## config.mk

```make
export PLATFORM = sky130hd
export DESIGN_NAME = tdss_div
export DESIGN_NICKNAME = d
export VERILOG_FILES = /design/src/rtl/tdss_pkg.sv /design/src/rtl/tdss_div.sv
export SDC_FILE = /design/constraint.sdc
export NUM_CORES = 1
export LEC_CHECK = 0
export BUFFER_PORTS_ARGS = -buffer_cell sky130_fd_sc_hd__buf_2
export CAP_MARGIN = 20
export CORE_ASPECT_RATIO = 0.6
export CORE_MARGIN = 2
export CORE_UTILIZATION = 40
export CTS_CLUSTER_DIAMETER = 30
export DETAILED_ROUTE_END_ITERATION = 8
export PLACE_DENSITY = 0.69
export SLEW_MARGIN = 20
export SYNTH_ARGS = -nofsm -noshare
export SYNTH_HDL_FRONTEND = slang
export SYNTH_SLANG_ARGS = --single-unit
```

## constraint.sdc

```tcl
create_clock -name i_clk -period 5 [get_ports i_clk]
set_input_delay 0.5 -clock i_clk [delete_from_list [all_inputs] [get_ports i_clk]]
set_output_delay 0.5 -clock i_clk [all_outputs]
set_load 0.03 [all_outputs]
```

## src/rtl/tdss_pkg.sv

```systemverilog
// Package: widths, state codes and fixed-point helpers for the tridiagonal solver.
`default_nettype none
package tdss_pkg;

    localparam int MAX_ROWS  = 64;
    localparam int FRAC_BITS = 16;
    localparam int DATA_W    = 32;
    localparam int ADDR_W    = (MAX_ROWS > 1) ? $clog2(MAX_ROWS) : 1;
    localparam int CNT_W     = $clog2(MAX_ROWS + 1);
    localparam int PROD_W    = 2 * DATA_W;
    localparam int DVD_W     = DATA_W + FRAC_BITS;
    localparam int QUO_W     = DVD_W + 1;
    localparam int STEP_W    = $clog2(DVD_W + 1);

    typedef enum logic [3:0] {
        ST_IDLE,
        ST_MULC,
        ST_PIV,
        ST_NUM,
        ST_CHECK,
        ST_DVC_GO,
        ST_DVC_WT,
        ST_DVD_GO,
        ST_DVD_WT,
        ST_WR,
        ST_BS_START,
        ST_BS_RD,
        ST_BS_MUL,
        ST_BS_SUB,
        ST_OUT_RD,
        ST_OUT
    } t_state;

    typedef struct packed {
        logic                     ovf;
        logic signed [DATA_W-1:0] val;
    } t_sat;

    // Clamp a wide signed value into the data word range.
    function automatic t_sat sat_word(input logic signed [PROD_W-1:0] v);
        t_sat r;
        logic signed [PROD_W-1:0] hi;
        logic signed [PROD_W-1:0] lo;
        hi = PROD_W'((64'sd1 <<< (DATA_W - 1)) - 64'sd1);
        lo = -hi - PROD_W'(64'sd1);
        if (v > hi) begin
            r.ovf = 1'b1;
            r.val = DATA_W'(hi);
        end else if (v < lo) begin
            r.ovf = 1'b1;
            r.val = DATA_W'(lo);
        end else begin
            r.ovf = 1'b0;
            r.val = DATA_W'(v);
        end
        return r;
    endfunction

    // Round a full product to nearest (ties up) and drop the fraction bits.
    function automatic t_sat round_prod(input logic signed [PROD_W-1:0] p);
        logic signed [PROD_W-1:0] s;
        s = (p + (PROD_W'(64'sd1) <<< (FRAC_BITS - 1))) >>> FRAC_BITS;
        return sat_word(s);
    endfunction

    // Saturating difference of two data words.
    function automatic t_sat sat_sub(input logic signed [DATA_W-1:0] a,
                                     input logic signed [DATA_W-1:0] b);
        logic signed [PROD_W-1:0] d;
        d = PROD_W'(a) - PROD_W'(b);
        return sat_word(d);
    endfunction

endpackage
`default_nettype wire

```

## src/rtl/tdss_div.sv

```systemverilog
// Bit-serial signed divider: (num << FRAC_BITS) / den, truncated toward zero.
`default_nettype none
module tdss_div (
    input  wire logic                                i_clk,
    input  wire logic                                i_rst_n,
    input  wire logic                                i_start,
    input  wire logic signed [tdss_pkg::DATA_W-1:0]  i_num,
    input  wire logic signed [tdss_pkg::DATA_W-1:0]  i_den,
    output logic                                     o_done,
    output logic signed [tdss_pkg::QUO_W-1:0]        o_quo
);

    logic                               r_run;
    logic [tdss_pkg::STEP_W-1:0]        r_step;
    logic [tdss_pkg::DATA_W-1:0]        r_rem;
    logic [tdss_pkg::DVD_W-1:0]         r_quo;
    logic [tdss_pkg::DATA_W-1:0]        r_dsr;
    logic                               r_neg;
    logic                               r_done;
    logic [tdss_pkg::DATA_W-1:0]        num_mag;
    logic [tdss_pkg::DATA_W-1:0]        den_mag;
    logic [tdss_pkg::DATA_W:0]          trial;
    logic [tdss_pkg::DATA_W:0]          shifted;

    assign num_mag = i_num[tdss_pkg::DATA_W-1] ? (~i_num + 1'b1) : i_num;
    assign den_mag = i_den[tdss_pkg::DATA_W-1] ? (~i_den + 1'b1) : i_den;
    assign shifted = {r_rem, r_quo[tdss_pkg::DVD_W-1]};
    assign trial   = shifted - {1'b0, r_dsr};

    // Shift one quotient bit per cycle
    always_ff @(posedge i_clk) begin
        if (!i_rst_n) begin
            r_run  <= 1'b0;
            r_done <= 1'b0;
            r_step <= '0;
        end else begin
            r_done <= 1'b0;
            if (i_start) begin
                r_run  <= 1'b1;
                r_step <= '0;
            end else if (r_run) begin
                r_step <= r_step + 1'b1;
                if (r_step == tdss_pkg::STEP_W'(tdss_pkg::DVD_W - 1)) begin
                    r_run  <= 1'b0;
                    r_done <= 1'b1;
                end
            end
        end
    end

    always_ff @(posedge i_clk) begin
        if (i_start) begin
            r_rem <= '0;
            r_quo <= {num_mag, {tdss_pkg::FRAC_BITS{1'b0}}};
            r_dsr <= den_mag;
            r_neg <= i_num[tdss_pkg::DATA_W-1] ^ i_den[tdss_pkg::DATA_W-1];
        end else if (r_run) begin
            if (!trial[tdss_pkg::DATA_W]) begin
                r_rem <= trial[tdss_pkg::DATA_W-1:0];
                r_quo <= {r_quo[tdss_pkg::DVD_W-2:0], 1'b1};
            end else begin
                r_rem <= shifted[tdss_pkg::DATA_W-1:0];
                r_quo <= {r_quo[tdss_pkg::DVD_W-2:0], 1'b0};
            end
        end
    end

    // Apply sign to the magnitude
    assign o_done = r_done;
    assign o_quo  = r_neg ? -$signed({1'b0, r_quo}) : $signed({1'b0, r_quo});

endmodule
`default_nettype wire

```

After elaboration in Yosys (flattened, before gate mapping)
Cells that the tools add are included.
{"block": "classes", "reduce_logical": 3, "muxes": 11, "bitwise_logic": 5, "n_eq_ne": 1, "add_sub_neg": 5}
{"cell": "48-bit two-way mux", "count": 2}
{"cell": "32-bit by 1-bit adder with 32-bit output, second input constant", "count": 2}
{"cell": "32-bit two-way mux", "count": 2}
{"cell": "32-bit NOT", "count": 2}
{"cell": "49-bit two-way mux", "count": 1}
{"cell": "48-bit negator with 49-bit output", "count": 1}
{"cell": "33-bit by 32-bit subtractor with 33-bit output", "count": 1}
{"cell": "31-bit two-way mux", "count": 1}
{"cell": "6-bit by 1-bit adder with 6-bit output, second input constant", "count": 1}
{"cell": "6-bit == test, second input constant", "count": 1}
{"cell": "1-bit two-way mux", "count": 5}
{"cell": "3-bit OR reduction", "count": 1}
{"cell": "1-bit NOT", "count": 2}
{"cell": "2-bit nonzero test", "count": 1}
{"cell": "2-bit OR reduction", "count": 1}
{"cell": "1-bit bitwise XOR", "count": 1}
{"block": "totals", "elab_cells": 34, "out_inout_bits": 50, "register_bits": 121, "input_bits": 67}

Logic depth before layout (Yosys ltp)
{"block": "depth", "depth_word": 4, "mapped_depth": 14, "ltp_nobuf": 13}

Worst setup path after synthesis
OpenSTA, ideal clock, no wires.
{"block": "synth_timing", "path_kind": "flip-flop to output port", "startpoint": "register r_quo[15] (netlist name)", "endpoint": "output o_quo[45] (netlist name)", "path_stages_with_launch": 11, "t_arrival_ns": 2.942, "path_buffers": 0, "setup_slack_ns": 1.558, "path_cell_list": "dfxtp_1 or4_4 or3_1 nand3b_4 or2_4 nand2b_4 nor4_4 nand2_1 or4_4 o31ai_4 xnor2_1"}
{"block": "synth_between", "elab_chain_cells": 2}
{"element": "start, declared", "line_no": "tdss_div.sv:16", "text": "logic [tdss_pkg::DVD_W-1:0] r_quo;"}
{"element": "start signal, assigned", "line_no": "tdss_div.sv:54", "text": "r_quo <= {num_mag, {tdss_pkg::FRAC_BITS{1'b0}}};"}
{"element": "start signal, assigned", "line_no": "tdss_div.sv:60", "text": "r_quo <= {r_quo[tdss_pkg::DVD_W-2:0], 1'b1};"}
{"element": "start signal, assigned", "line_no": "tdss_div.sv:63", "text": "r_quo <= {r_quo[tdss_pkg::DVD_W-2:0], 1'b0};"}
{"element": "48-bit negator with 49-bit output", "line_no": "tdss_div.sv:70", "text": "assign o_quo = r_neg ? -$signed({1'b0, r_quo}) : $signed({1'b0, r_quo});"}
{"element": "49-bit two-way mux", "line_no": "tdss_div.sv:70"}
{"element": "end, declared", "line_no": "tdss_div.sv:10", "text": "output logic signed [tdss_pkg::QUO_W-1:0] o_quo"}
No other way between the ends.

Worst setup path after layout
{"block": "layout_timing", "startpoint": "register r_quo[15] (netlist name)", "endpoint": "output o_quo[46] (netlist name)"}
The elaborated chain is that of the path after synthesis.

==> PnR_summary.wiki <==
{| class="wikitable"
! Metric !! Value
|-
| CTS resizes || 0
|-
| Layout overhead on the synthesized area || 16.18%
|-
| Clock Tree Root || sky130_fd_sc_hd__clkbuf_16
|-
| Number of flops mapped to enable cells by yosys || 65
|-
| Clk sinks || 121
|-
| Max-slew headroom at the worst pin || 28.07%
|-
| Final weighted congestion of routability-driven global placement || 0.8789
|-
| Cell area power density || 340.6 nW/µm²
|-
| DRC violation count after routing || 0
|-
| Most frequently used flop master after synthesis || sky130_fd_sc_hd__edfxtp_1
|-
| Cell-internal power || 2.228 mW
|-
| Clk pwr share || 33.7%
|-
| Complex-gate fraction of the synthesized area || 18.25%
|-
| Total Routing Usage GR || 18.90%
|-
| Core Rows || 41
|-
| Post-synthesis cell area || 8623 µm²
|-
| Hold depth || 2
|-
| Worst Reg2Reg Path Length in Cells || 14
|-
| Series of cell instances along the critical path || or4_4, or3_1, nand3b_4, nor2_1, nand2_1, nor4_1, nand2_1, or4_4, o41ai_2, xnor2_1, buf_2
|-
| End point of the most critical hold path || r_run$_SDFF_PN0_
|-
| Antenna diode instance count || 0
|-
| Peak ir drop on the vdd network || 0.2559 mV
|-
| Floorplan die height || 117.7 µm
|-
| Combinational family with the most area after synthesis || compound AO/OA/AOI/OAI gates
|-
| Cell type with the highest aggregate area in the netlist || sky130_fd_sc_hd__edfxtp_1
|-
| Post-Syn Nets || 1087
|-
| Aggregate negative setup slack || 0 ns
|-
| Hold buffer count at CTS || 0
|-
| Sum of overflow across all layers after global routing || 0
|-
| Least-Margin Pin Slew || 1.078 ns
|-
| Simple-gate share of the synthesized area || 17.18%
|-
| Clock period minus final worst setup slack || 4.375 ns
|-
| Wire length of the first global-routing pass || 35.27 mm
|-
| Area taken by flip-flops and latches || 3074 µm²
|-
| Fraction of the cycle the final worst path needs || 87.50%
|-
| Total power of the final layout || 3.412 mW
|-
| Number of setup violations in the final report || 0
|-
| Setup repair after global routing missed its margin || no
|-
| Run status || complete, no violations
|-
| Multi-input gate area in the final layout || 5192 µm²
|-
| H-tree levels || 4
|-
| Terminus of the critical flop-to-flop path || r_rem[17]$_SDFFE_PP0P_
|-
| Dominant cells by area after synthesis || sky130_fd_sc_hd__edfxtp_1 23%, sky130_fd_sc_hd__dfxtp_1 13%, sky130_fd_sc_hd__xnor2_1 8.5%
|-
| Portion of the post-synthesis area used by sequential elements || 35.64%
|-
| Area of the die || 22790 µm²
|-
| Pin count of the biggest net entering global routing || 85
|-
| Number of hold violations in the final report || 0
|-
| Start point of the worst hold path || i_rst_n
|-
| Worst-path fanout max || 5
|-
| Register-to-register setup slack || 1.23 ns
|-
| I/O pin cnt || 117
|-
| WP data arrival || 3.88 ns
|-
| Yosys top cell area share || 22.63%
|-
| Total CTS buffers || 17
|-
| Crit. End Element || output pin
|-
| Starting Density || 40.90%
|-
| Number of library cell types mapped by synthesis || 66
|-
| Wire length per cell || 15.50 µm
|-
| Post-CTS setup buffers || 0
|-
| Clock tree from TritonCTS || yes
|-
| Post-DR vias/cell || 5.371
|-
| Layout net count || 1188
|-
| Kind of launch point of the worst setup path || register
|-
| Max Freq || 228.6 MHz
|-
| Detailed Place HPWL || 15.74 mm
|-
| XOR/XNOR Fraction of Synth Area || 13.70%
|-
| Start-to-end type of the worst setup path || reg2out
|-
| Share of power burned in combinational logic || 30.2%
|-
| Worst clock skew on the final layout || 0.01120 ns
|-
| Share of post-route cells with drive strength above 1 || 15.86%
|-
| Warnings, synthesis || 0
|-
| Number of slew-limit violations in the final report || 0
|-
| Post-Syn Area per Cell || 8.772 µm²
|-
| Fraction of synthesis flops using an asynchronous set or reset pin || 0%
|-
| Count of TritonRoute iterations in the first routing pass || 5
|-
| Post-CTS clock slew at the launch and capture registers of the worst setup and hold paths || 0.06 ns
|-
| Total of flip-flops plus latches after synthesis || 121
|-
| Worst min-delay path class || in2reg
|-
| Fill count || 2022
|-
| Delay of the slowest critical-path stage || 0.55 ns
|-
| Mux share of post-synthesis cell area || 5.470%
|-
| Max-capacitance violation count || 0
|-
| Fraction of the mapped netlist area in adder cells || 5.456%
|-
| CTS Buffer Depth || 2
|-
| Worst EP required || 4.50 ns
|-
| Slowest cell on the critical path || sky130_fd_sc_hd__or4_4
|-
| Antenna-violating nets left || 0
|-
| Startpoint of the worst-slack reg-to-reg timing path || r_quo[47]$_DFFE_PP_
|-
| Cells after Synth || 983
|-
| Number of antenna violations at the first check in global routing || 0
|-
| Vias in the first global route || 6828
|-
| Iteration-0 DRC Markers || 624
|-
| Clock latency of the later-clocked register in the worst-skew pair || 0.42 ns
|-
| Via count || 7390
|-
| Floorplan core area || 21080 µm²
|-
| Floorplan die width || 193.6 µm
|-
| Switching power summed over all nets || 1.185 mW
|-
| Share of total power consumed by net switching || 34.72%
|-
| Number of port buffers || 116
|-
| Sum of routed wire length over all layers || 21.33 mm
|-
| Static Leakage || 4.037 nW
|-
| Register share of total power || 36.1%
|}
final cells by class:
cell class,count,area share [%]
multi-input combinational,765,51.83
sequential,121,30.69
tap,279,3.484
clock buffer,17,4.246
clock inverter,15,1.274
timing repair buffer,124,6.419
inverter,55,2.061
synthesized netlist by cell type, drive strengths merged (6+ instances only):
master / number
nand2: 110
nor2: 89
o21ai: 86
xnor2: 85
edfxtp: 65
dfxtp: 56
inv: 53
xor2: 49
mux2i: 46
a21oi: 39
clkbuf: 37
ha: 36
a211oi: 28
o31ai: 25
or3: 18
or4: 18
a21o: 15
o41ai: 15
nor4: 12
nor3: 10
nand2b: 8
nor2b: 8
nand3: 7
o21bai: 7
or2: 6
sequential cells by signal (all words and copies together), names as in the netlist:
name	cells
o_done	1
r_dsr	32
r_neg	1
r_quo	48
r_rem	32
r_run	1
r_step	6
through the flow:
| step | instances | cell area (µm²) | hold WS (ns) | setup WS (ns) | util (%) |
|---|---|---|---|---|---|
| 2_1_floorplan | 983 | 8623 | 0.4541 | 1.558 | - |
| 3_3_place_gp | 1344 | 9465 | 0.4791 | 1.222 | 44.89 |
| 3_5_place_dp | 1344 | 9465 | 0.4886 | 1.100 | 44.89 |
| 4_1_cts | 1376 | 10020 | 0.3120 | 0.6496 | 47.52 |
| 5_1_grt | 1376 | 10020 | 0.3234 | 0.4502 | 47.52 |
| 6_report | 1376 | 10020 | 0.3201 | 0.6250 | 47.52 |
critical path, delay by kind of cell, from the launching register on:
family                 cells  cell delay, ns
AND/OR/NAND/NOR            8            2.46
flip-flops                 1            0.36
AO/OA/AOI/OAI              1            0.26
buffers and inverters      1            0.22
XOR/XNOR                   1            0.16
worst max path at each step:
| stage | from | to | depth (start not counted) |
|---|---|---|---|
| after floorplan | r_quo[15]$_SDFFE_PP0P_ | o_quo[45] | 10 |
| after global placement | r_quo[15]$_SDFFE_PP0P_ | o_quo[46] | 11 |
| after detailed placement | r_quo[15]$_SDFFE_PP0P_ | o_quo[46] | 11 |
| after CTS | r_quo[15]$_SDFFE_PP0P_ | o_quo[46] | 11 |
| after global routing | r_quo[15]$_SDFFE_PP0P_ | o_quo[46] | 11 |
| final | r_quo[15]$_SDFFE_PP0P_ | o_quo[46] | 11 |
power groups by stage:
stage,sequential [mW],clock [mW],combinational (mW)
finish,1.23,1.15,1.03
global route,1.24,1.22,1.13
CTS,1.23,1.17,1.02
detailed placement,1.25,0,1.02
global placement,1.25,0,1.01
floorplan,1.22,0,0.772
routing by layer:
metal  track usage, %  vias to the layer above  wire, µm
met5                0                        -         0
met4            5.057                        0       248
met3            3.725                       21      1320
met2            26.05                      192      8331
met1            29.45                     3435     11430
li1                 -                     3742         -
cell usage in the layout (no fill, tap or decap), drive strengths merged, types with 6 or more instances in the layout:
cell / Yosys / final
buf: 5 / 124
nand2: 110 / 110
nor2: 89 / 89
o21ai: 86 / 86
xnor2: 85 / 85
edfxtp: 65 / 65
dfxtp: 56 / 56
inv: 53 / 55
xor2: 49 / 49
mux2i: 46 / 46
a21oi: 39 / 39
ha: 36 / 36
a211oi: 28 / 28
o31ai: 25 / 25
or3: 18 / 18
or4: 18 / 18
clkbuf: 37 / 17
a21o: 15 / 15
o41ai: 15 / 15
nor4: 12 / 12
nor3: 10 / 10
nor2b: 8 / 8
nand2b: 8 / 8
clkinv: 2 / 8
o21bai: 7 / 7
nand3: 7 / 7
clkinvlp: 0 / 6
or2: 6 / 6
kinds of logic after synthesis:
| family | Yosys count |
|---|---|
| AOI/OAI and AO/OA | 243 |
| xor gates and xnor gates | 134 |
| DFF | 121 |
| muxes | 47 |
| buffers and inverters | 97 |
| adders and majority gates | 37 |
| and+or+nand+nor | 304 |
Power figures use the tool's default switching activity.
